===== src/rtl/hpg_pkg.sv =====
// shared constants, prime table and control structs of the halton point generator
// no dependencies

package hpg_pkg;

  localparam int INDEX_BITS_DEF    = 16;
  localparam int FRACTION_BITS_DEF = 24;

  localparam int DIM_W      = 4;
  localparam int NUM_PRIMES = 16;
  localparam int PRIME_W    = 6;
  localparam int BOUND_W    = 32;
  localparam int SPAN_W     = 32;
  localparam int VALUE_W    = 34;

  localparam logic [PRIME_W-1:0] PRIMES [NUM_PRIMES] = '{
    6'd2,  6'd3,  6'd5,  6'd7,  6'd11, 6'd13, 6'd17, 6'd19,
    6'd23, 6'd29, 6'd31, 6'd37, 6'd41, 6'd43, 6'd47, 6'd53
  };

  // commands from the controller to the datapath
  typedef struct packed {
    logic load;
    logic digit_mul;
    logic digit_fix;
    logic div_step;
    logic scale;
    logic emit;
  } cmd_t;

  typedef struct packed {
    logic index_zero;
  } status_t;

endpackage


===== src/rtl/hpg_datapath.sv =====
// datapath: digit extraction by reciprocal multiply, reversed integer build,
// bit-serial long division and span scaling; uses hpg_pkg

module hpg_datapath #(
  parameter int INDEX_BITS    = hpg_pkg::INDEX_BITS_DEF,
  parameter int FRACTION_BITS = hpg_pkg::FRACTION_BITS_DEF
) (
  input  logic                              clk,
  input  logic                              rst,
  input  hpg_pkg::cmd_t                     cmd,
  output hpg_pkg::status_t                  status,
  input  logic [INDEX_BITS-1:0]             sample_index,
  input  logic [hpg_pkg::DIM_W-1:0]         dimension,
  input  logic signed [hpg_pkg::BOUND_W-1:0] lower_bound,
  input  logic [hpg_pkg::SPAN_W-1:0]        span,
  input  logic                              last_sample,
  output logic signed [hpg_pkg::VALUE_W-1:0] value,
  output logic [FRACTION_BITS-1:0]          fraction,
  output logic [hpg_pkg::DIM_W-1:0]         dimension_out,
  output logic                              last_out
);

  localparam int PW     = hpg_pkg::PRIME_W;
  localparam int NUM_W  = INDEX_BITS + PW;
  localparam logic [63:0] SCALE = 64'd1 << INDEX_BITS;

  // floor(2^INDEX_BITS / prime), quotient estimate is low by at most one
  logic [INDEX_BITS-1:0] recip_tab [hpg_pkg::NUM_PRIMES];

  for (genvar g = 0; g < hpg_pkg::NUM_PRIMES; g++) begin : g_recip
    localparam logic [63:0] M = SCALE / 64'(hpg_pkg::PRIMES[g]);
    assign recip_tab[g] = M[INDEX_BITS-1:0];
  end

  logic [INDEX_BITS-1:0]         x;
  logic [INDEX_BITS-1:0]         recip;
  logic [PW-1:0]                 base;
  logic [2*INDEX_BITS-1:0]       prod;
  logic [PW-1:0]                 digit;
  logic                          have_digit;
  logic [NUM_W-1:0]              rev;
  logic [NUM_W-1:0]              den;
  logic [FRACTION_BITS-1:0]      quo;
  logic [hpg_pkg::SPAN_W-1:0]    span_r;
  logic [hpg_pkg::SPAN_W-1:0]    scaled;
  logic signed [hpg_pkg::BOUND_W-1:0] bound_r;
  logic [hpg_pkg::DIM_W-1:0]     dim_r;
  logic                          last_r;

  logic [NUM_W-1:0]              base_ext;
  logic [INDEX_BITS-1:0]         q_est;
  logic [NUM_W-1:0]              qb;
  logic [NUM_W-1:0]              rem_full;
  logic [PW:0]                   rem;
  logic                          rem_over;
  logic [NUM_W:0]                rev_dbl;
  logic                          div_ge;
  logic [FRACTION_BITS+hpg_pkg::SPAN_W-1:0] span_prod;

  assign status.index_zero = (x == '0);

  assign base_ext  = {{(NUM_W-PW){1'b0}}, base};
  assign q_est     = prod[2*INDEX_BITS-1:INDEX_BITS];
  assign qb        = NUM_W'({{PW{1'b0}}, q_est} * base_ext);
  assign rem_full  = {{PW{1'b0}}, x} - qb;
  assign rem       = rem_full[PW:0];
  assign rem_over  = (rem >= {1'b0, base});
  assign rev_dbl   = {rev, 1'b0};
  assign div_ge    = (rev_dbl >= {1'b0, den});
  assign span_prod = {{hpg_pkg::SPAN_W{1'b0}}, quo} * {{FRACTION_BITS{1'b0}}, span_r};

  always_ff @(posedge clk) begin
    if (rst) begin
      have_digit <= 1'b0;
    end else if (cmd.load) begin
      have_digit <= 1'b0;
    end else if (cmd.digit_fix) begin
      have_digit <= 1'b1;
    end else if (cmd.digit_mul) begin
      have_digit <= 1'b0;
    end
  end

  always_ff @(posedge clk) begin
    if (cmd.load) begin
      x       <= sample_index;
      recip   <= recip_tab[dimension];
      base    <= hpg_pkg::PRIMES[dimension];
      rev     <= '0;
      den     <= NUM_W'(1);
      quo     <= '0;
      span_r  <= span;
      bound_r <= lower_bound;
      dim_r   <= dimension;
      last_r  <= last_sample;
    end
    if (cmd.digit_mul) begin
      prod <= {{INDEX_BITS{1'b0}}, x} * {{INDEX_BITS{1'b0}}, recip};
      // fold in the digit found last step
      if (have_digit) begin
        rev <= NUM_W'(rev * base_ext) + NUM_W'(digit);
        den <= NUM_W'(den * base_ext);
      end
    end
    if (cmd.digit_fix) begin
      if (rem_over) begin
        digit <= PW'(rem - {1'b0, base});
        x     <= q_est + INDEX_BITS'(1);
      end else begin
        digit <= rem[PW-1:0];
        x     <= q_est;
      end
    end
    if (cmd.div_step) begin
      // rev holds the running remainder during the division
      rev <= div_ge ? NUM_W'(rev_dbl - {1'b0, den}) : rev_dbl[NUM_W-1:0];
      quo <= {quo[FRACTION_BITS-2:0], div_ge};
    end
    if (cmd.scale) begin
      scaled <= span_prod[FRACTION_BITS+hpg_pkg::SPAN_W-1:FRACTION_BITS];
    end
    if (cmd.emit) begin
      value         <= {{2{bound_r[hpg_pkg::BOUND_W-1]}}, bound_r}
                       + $signed({2'b00, scaled});
      fraction      <= quo;
      dimension_out <= dim_r;
      last_out      <= last_r;
    end
  end

endmodule


===== src/rtl/hpg_controller.sv =====
// controller: sequences digit steps, division bits, scaling and the output slot
// uses hpg_pkg command and status structs

module hpg_controller #(
  parameter int FRACTION_BITS = hpg_pkg::FRACTION_BITS_DEF
) (
  input  logic             clk,
  input  logic             rst,
  input  logic             in_valid,
  output logic             in_ready,
  output logic             out_valid,
  input  logic             out_ready,
  input  hpg_pkg::status_t status,
  output hpg_pkg::cmd_t    cmd
);

  localparam int CNT_W = $clog2(FRACTION_BITS);

  typedef enum logic [2:0] {
    S_IDLE,
    S_MUL,
    S_DIG,
    S_DIV,
    S_SCALE,
    S_DONE
  } state_t;

  state_t           state;
  logic [CNT_W-1:0] cnt;
  logic             slot_free;

  assign slot_free = !out_valid || out_ready;
  // no request is taken while reset is held
  assign in_ready  = (state == S_IDLE) && !rst;

  always_comb begin
    cmd           = '0;
    cmd.load      = in_ready && in_valid;
    cmd.digit_mul = (state == S_MUL);
    cmd.digit_fix = (state == S_DIG);
    cmd.div_step  = (state == S_DIV);
    cmd.scale     = (state == S_SCALE);
    cmd.emit      = (state == S_DONE) && slot_free;
  end

  always_ff @(posedge clk) begin
    if (rst) begin
      state     <= S_IDLE;
      cnt       <= '0;
      out_valid <= 1'b0;
    end else begin
      if (cmd.emit) begin
        out_valid <= 1'b1;
      end else if (out_ready) begin
        out_valid <= 1'b0;
      end
      unique case (state)
        S_IDLE: begin
          if (in_valid) state <= S_MUL;
        end
        S_MUL: begin
          if (status.index_zero) begin
            state <= S_DIV;
            cnt   <= '0;
          end else begin
            state <= S_DIG;
          end
        end
        S_DIG: begin
          state <= S_MUL;
        end
        S_DIV: begin
          cnt <= cnt + CNT_W'(1);
          if (cnt == CNT_W'(FRACTION_BITS - 1)) state <= S_SCALE;
        end
        S_SCALE: begin
          state <= S_DONE;
        end
        S_DONE: begin
          if (slot_free) state <= S_IDLE;
        end
        default: begin
          state <= S_IDLE;
        end
      endcase
    end
  end

endmodule


===== src/rtl/halton_point_generator_core.sv =====
// top level of the halton point generator: controller plus datapath
// uses hpg_pkg, hpg_controller, hpg_datapath

// One request gives one coordinate of a Halton point: the index is written in the
// prime base picked by the dimension, one digit at a time (reciprocal
// multiply, then correction), then the radical inverse is found by long division
// one fraction bit per cycle, then scaled by span and offset by lower_bound.
// One request is in work at a time; a finished result sits in an output register,
// so the next request is taken while the previous result waits to be read.

module halton_point_generator_core #(
  parameter int INDEX_BITS    = hpg_pkg::INDEX_BITS_DEF,
  parameter int FRACTION_BITS = hpg_pkg::FRACTION_BITS_DEF
) (
  input  logic                               clk,
  input  logic                               rst,
  input  logic                               in_valid,
  output logic                               in_ready,
  input  logic [INDEX_BITS-1:0]              sample_index,
  input  logic [hpg_pkg::DIM_W-1:0]          dimension,
  input  logic signed [hpg_pkg::BOUND_W-1:0] lower_bound,
  input  logic [hpg_pkg::SPAN_W-1:0]         span,
  input  logic                               last_sample,
  output logic                               out_valid,
  input  logic                               out_ready,
  output logic signed [hpg_pkg::VALUE_W-1:0] value,
  output logic [FRACTION_BITS-1:0]           fraction,
  output logic [hpg_pkg::DIM_W-1:0]          dimension_out,
  output logic                               last_out
);

  hpg_pkg::cmd_t    cmd;
  hpg_pkg::status_t status;

  hpg_controller #(
    .FRACTION_BITS (FRACTION_BITS)
  ) u_ctrl (
    .clk       (clk),
    .rst       (rst),
    .in_valid  (in_valid),
    .in_ready  (in_ready),
    .out_valid (out_valid),
    .out_ready (out_ready),
    .status    (status),
    .cmd       (cmd)
  );

  hpg_datapath #(
    .INDEX_BITS    (INDEX_BITS),
    .FRACTION_BITS (FRACTION_BITS)
  ) u_dp (
    .clk           (clk),
    .rst           (rst),
    .cmd           (cmd),
    .status        (status),
    .sample_index  (sample_index),
    .dimension     (dimension),
    .lower_bound   (lower_bound),
    .span          (span),
    .last_sample   (last_sample),
    .value         (value),
    .fraction      (fraction),
    .dimension_out (dimension_out),
    .last_out      (last_out)
  );

endmodule


===== config.mk =====
export PLATFORM = sky130hd
export DESIGN_NAME = halton_point_generator_core
export DESIGN_NICKNAME = d
export VERILOG_FILES = /design/src/rtl/hpg_pkg.sv /design/src/rtl/hpg_datapath.sv /design/src/rtl/hpg_controller.sv /design/src/rtl/halton_point_generator_core.sv
export SDC_FILE = /design/constraint.sdc
export NUM_CORES = 2
export LEC_CHECK = 0
export ABC_AREA = 1
export BUFFER_PORTS_ARGS = -buffer_cell sky130_fd_sc_hd__buf_2
export CAP_MARGIN = 40
export CORE_MARGIN = 3
export CORE_UTILIZATION = 60
export CTS_BUF_LIST = sky130_fd_sc_hd__clkbuf_8 sky130_fd_sc_hd__clkbuf_16
export CTS_CLUSTER_DIAMETER = 40
export CTS_CLUSTER_SIZE = 30
export DETAILED_ROUTE_END_ITERATION = 16
export GPL_TIMING_DRIVEN = 0
export HOLD_SLACK_MARGIN = 0.15
export PLACE_DENSITY = 0.81
export SLEW_MARGIN = 10
export SYNTH_ARGS = -nofsm -noshare
export SYNTH_HDL_FRONTEND = slang
export SYNTH_SLANG_ARGS = --single-unit

===== constraint.sdc =====
create_clock -name clk -period 8.9 [get_ports clk]
set_input_delay 2.67 -clock clk [delete_from_list [all_inputs] [get_ports clk]]
set_output_delay 2.67 -clock clk [all_outputs]
set_load 0.02 [all_outputs]

# == Word-level counts from Yosys, hierarchy flattened ==
# Memories as Yosys holds them, arrays and structs flattened. A register that Yosys moved wholly into a read port is not among the register bits.
# Index checks and enable logic that the tools add are counted.
# op_classes
bitwise,1
multipliers,5
magnitude_cmp,2
eq_ne,10
n_reduce_logical,16
n_mux,25
addsub,7
# op_table
operator,count
$mux W22,8
$mul A24 B32 Y56,1
$mux W16,3
$mux W24,2
$mul A22 B6 Y22,2
$add A32 B33 Y34,1
$mul A16 B16 Y32,1
$ge A23 B22 Y1,1
$add A22 B6 Y22,1
$sub A22 B22 Y22,1
$pmux W3 S6,1
$add A16 B1 Y16 const B,1
$logic_not A16 Y1,1
$mul A16 B6 Y7,1
$pmux W5 S2,1
$reduce_bool A2 Y1,5
$mux W3,3
$ge A7 B6 Y1,1
$sub A7 B7 Y7,1
$eq A3 B2 Y1 const B,2
$eq A3 B3 Y1 const B,2
$mux W6,1
$ne A2 B1 Y1 const B,3
$sub A6 B6 Y6,1
14 further kinds,21
# word_totals
romBits,352
n_memories,2
ff_bits,296
in_bits,89
word_cells,87
# mem_list
memory,depth,word_bits,read_ports,rd_ports_with_merged_regs,wr,line,text
(no name shown),16,16,1,1,0,hpg_datapath.sv:87,recip <= recip_tab[dimension];
(no name shown),16,6,1,1,0,hpg_datapath.sv:88,base <= hpg_pkg::PRIMES[dimension];

# == Longest topological paths before layout ==
# depth
word_depth,7
depth_mapped,30

# == Hierarchy ==
# Synthesis repeated with hierarchy kept, for this count alone.
# hier_totals
hier_cells,7355
area_unflattened_um2,57512.7
# modules_own_cells
mod,instances,cells_per_inst,area_each_um2
hpg_datapath,1,7274,57008.4
hpg_controller,1,81,504.2

# == Worst setup path before layout ==
# Ideal clock, no wire load.
# synth_path
kind,input to register
startpoint,input rst
endpoint,register u_dp.base[0] (enable)
path_buffers,1
arrival_time_ns,6.021
t_required_ns,8.409
slack_ns,2.388
stages,4
cell_sequence,nor2_1 nand2_1 inv_1 buf_1
# synth_rtl
item,line,text
from (decl),halton_point_generator_core.sv:16,"input logic rst,"
to (decl),hpg_datapath.sv:37,logic [PW-1:0] base;

# == Final worst setup path ==
# layout_path
startpoint,register u_dp.quo[9]
endpoint,"register u_dp.scaled[29] (netlist name), data pin"
# layout_between
elab_chain_cells,1
# layout_lines
item,line,text
from (decl),hpg_datapath.sv:43,logic [FRACTION_BITS-1:0] quo;
from (signal assigned),hpg_datapath.sv:117,"quo <= {quo[FRACTION_BITS-2:0], div_ge};"
$mul A24 B32 Y56,hpg_datapath.sv:70,"assign span_prod = {{hpg_pkg::SPAN_W{1'b0}}, quo} * {{FRACTION_BITS{1'b0}}, span_r};"
"named net u_dp.span_prod, one bit",hpg_datapath.sv:58,logic [FRACTION_BITS+hpg_pkg::SPAN_W-1:0] span_prod;
to (signal assigned),hpg_datapath.sv:120,scaled <= span_prod[FRACTION_BITS+hpg_pkg::SPAN_W-1:FRACTION_BITS];
to (decl),hpg_datapath.sv:45,logic [hpg_pkg::SPAN_W-1:0] scaled;
# The timed path passes the listed nets, and every way through them passes these cells.
# A chain may end at the register's enable or synchronous reset.

==> impl_results.md <==
- Fraction of layout cells with a size suffix above 1: 4.50%
- Die W: 315 um
- CORE AREA: 94200 um2
- Setup Crit Path Kind: flip-flop to flip-flop
- Final Hold Viols: 0
- Final Setup Violations: 0
- Maximum fanout along the worst path: 10
- Syn_nets: 8875
- First-pass GRT wire length: 288000 um
- Commonest cells in the netlist: nand2_1 (1999), inv_1 (1974), fa_1 (1005)
- Clock root buffer: clkbuf_16
- # IOs: 154
- Final #Nets: 9124
- FILL cells: 8073
- CTS tree: done
- Relative slew slack: 31.7%
- Max Fclk: 123 MHz
- Starting DRC count in detailed routing: 5518
- Post-CTS setup buffers: 0
- Placed instance area: 60200 um2
- Final setup TNS: 0 ns
- Height of the die: 315 um
- Die Area: 99400 um2
- Part of the Yosys area used for sequential elements: 14.9%
- RSZ-0062 raised after global routing: no
- Worst-Skew Late Latency: 0.70 ns
- Site Rows: 112
- CTS H-Tree Depth: 2
- CTS Buffer Depth: 3
- CTS Sinks: 302
- Design area: 62400 um2
- Max_cap viols: 0
- Area Overhead vs Synth: 8.61%
- Final Skew: 0.0593 ns
- Run status: complete, no violations
- WP data required: 9.34 ns
- WL/cell: 21.1 um
- Synth top area cells: fa_1 (35%), nand2_1 (13%), edfxtp_1 (13%)
- Period minus WS final: 8.13 ns
- R2R Setup Slk: 0.77 ns
- Post-synth top flop: edfxtp_1
- Dpl hpwl: 157000 um
- Average size of a mapped cell: 7.81 um2
- Initial Utilization: 61.0%
- HP Start: u_dp.dim_r[1]
- Largest net degree at the start of global routing: 34
- Area leader, netlist: fa_1
- RR Endpoint: u_dp.scaled[29]
- RR Startpoint: u_dp.quo[9]
- Most frequent cell after synthesis: nand2_1
- Slowest CP cell: clkbuf_1
- Worst Hold End: u_dp.dimension_out[1]
- Initial antenna violation count: 7
- Slew of the pin with the lowest slew margin: 1.02 ns
- Area share of the leading cell type in the synthesized netlist: 35.0%
- # resized after CTS: 0
- CTS Buf Count: 58
- Routed Wire Length: 188000 um
- Vias/cell: 5.60
- GP Congestion: 1.06
- Worst setup EP type: flip-flop
- Max Slew Vio Count: 0
- Synthesized instance count: 7348
- Vias in the first global route: 50600
- Post-synth EDFFs: 248
- Vias: 49900
- Yosys cell types: 54
- Async set-or-reset flop fraction in the synthesized netlist: 0%
- Worst Hold Depth: 0
- PortBufs: 153
- R2R depth: 25
- #FFs+latches synth: 302
- Drt first pass iters: 7
- WP data arrival: 8.57 ns
- Period utilisation layout: 91.3%
- Synth Cell Area: 57400 um2
- CTS Hold Bufs: 0
- Yosys warns: 0
- Total gr overflow: 0
- Most frequent CP cell: fa_1
- Startpoint types: flip-flop
- Drt drc: 0
- Post-route antenna net violation count: 0
- Total GRT Usage: 38.4%
- Final Core Density: 66.2%
- Worst min-delay path class: flip-flop to flip-flop
- Crit path largest cell delay: 0.73 ns
- Worst setup path start: u_dp.quo[9]
- Worst-path clk slew: 0.06 ns
cells in the final DEF, fill, tap and decap left out, types with 15 or more instances in the layout:
| cell type | instances |
|---|---|
| buf_2 | 170 |
| edfxtp_1 | 248 |
| inv_8 | 16 |
| nand3_1 | 193 |
| nand2_1 | 1998 |
| clkbuf_16 | 58 |
| nor3_1 | 38 |
| dfxtp_1 | 54 |
| nor4_1 | 23 |
| nor2_1 | 296 |
| xor2_1 | 73 |
| nand4_1 | 40 |
| a21o_1 | 29 |
| inv_1 | 1976 |
| clkbuf_1 | 269 |
| a31oi_1 | 15 |
| fa_1 | 1005 |
| o21bai_1 | 27 |
| ha_1 | 433 |
| buf_6 | 25 |
| o21ai_0 | 182 |
| xnor2_1 | 43 |
| a21oi_1 | 257 |
layer usage:
| layer | up-vias | global-route usage (%) | routed length (um) |
|---|---|---|---|
| li1 | 22200 | - | - |
| met1 | 24100 | 51.6 | 72200 |
| met2 | 3003 | 58.2 | 81500 |
| met3 | 589 | 11.5 | 24300 |
| met4 | 6 | 16.3 | 9460 |
| met5 | - | 0.774 | 116 |
flip-flops by register name, summed over array words and instances, names as in the netlist, 4 cells and up:
signal	cells
u_dp.value	34
u_dp.bound_r	32
u_dp.scaled	32
u_dp.span_r	32
u_dp.fraction	24
u_dp.quo	24
u_dp.den	22
u_dp.rev	22
u_dp.prod	16
u_dp.recip	16
u_dp.x	16
u_dp.base	6
u_dp.digit	6
u_ctrl.cnt	5
u_dp.dim_r	4
u_dp.dimension_out	4
worst max-delay path, delay by kind of cell, from the launching register on:
family | cells | cell delay, ns
AOI/OAI and AO/OA | 3 | 0.85
and+or+nand+nor | 6 | 0.86
buffers and inverters | 8 | 1.68
adders and majority gates | 8 | 4.19
DFF | 1 | 0.35
metrics by stage:
step           std cells  setup WS (ns)  hold WS, ns
3_3_place_gp        8755          0.394        0.402
2_1_floorplan       7348           2.39        0.400
3_5_place_dp        8786           1.02        0.413
4_1_cts             8896           1.03        0.426
6_report            8906          0.770        0.427
5_1_grt             8902          0.484        0.433
worst max path at each step:
stage	to	depth (start not counted)
detailed placement	u_dp.scaled[28]	22
global placement	u_dp.span_r[10]	5
CTS	u_dp.scaled[28]	22
global route	u_dp.scaled[28]	23
finish	u_dp.scaled[29]	25
floorplan	u_dp.base[0]	4
cells by family after synthesis:
logic type | after synthesis | synth area share (%)
AOI/OAI and AO/OA | 591 | 5.80
xor gates and xnor gates | 116 | 1.77
adders and majority gates | 1438 | 44.5
and+or+nand+nor | 2620 | 18.1
buffers and inverters | 2281 | 15.0
DFF | 302 | 14.9
cell type report:
type | instances | area (um2) | share of cell area [%]
Clock inverter | 52 | 642 | 1.03
Buffer | 301 | 1170 | 1.88
Sequential cell | 302 | 8530 | 13.7
Clock buffer | 58 | 1450 | 2.33
Antenna cell | 5 | 12.5 | 0.0201
Multi-Input combinational cell | 4765 | 40300 | 64.6
Tap cell | 1254 | 1570 | 2.52
Inverter | 1980 | 7430 | 11.9
Timing Repair Buffer | 189 | 1250 | 2.01
Power is not shown: default switching activity piles up to over one toggle a cycle in this logic, so the estimate is an artifact.
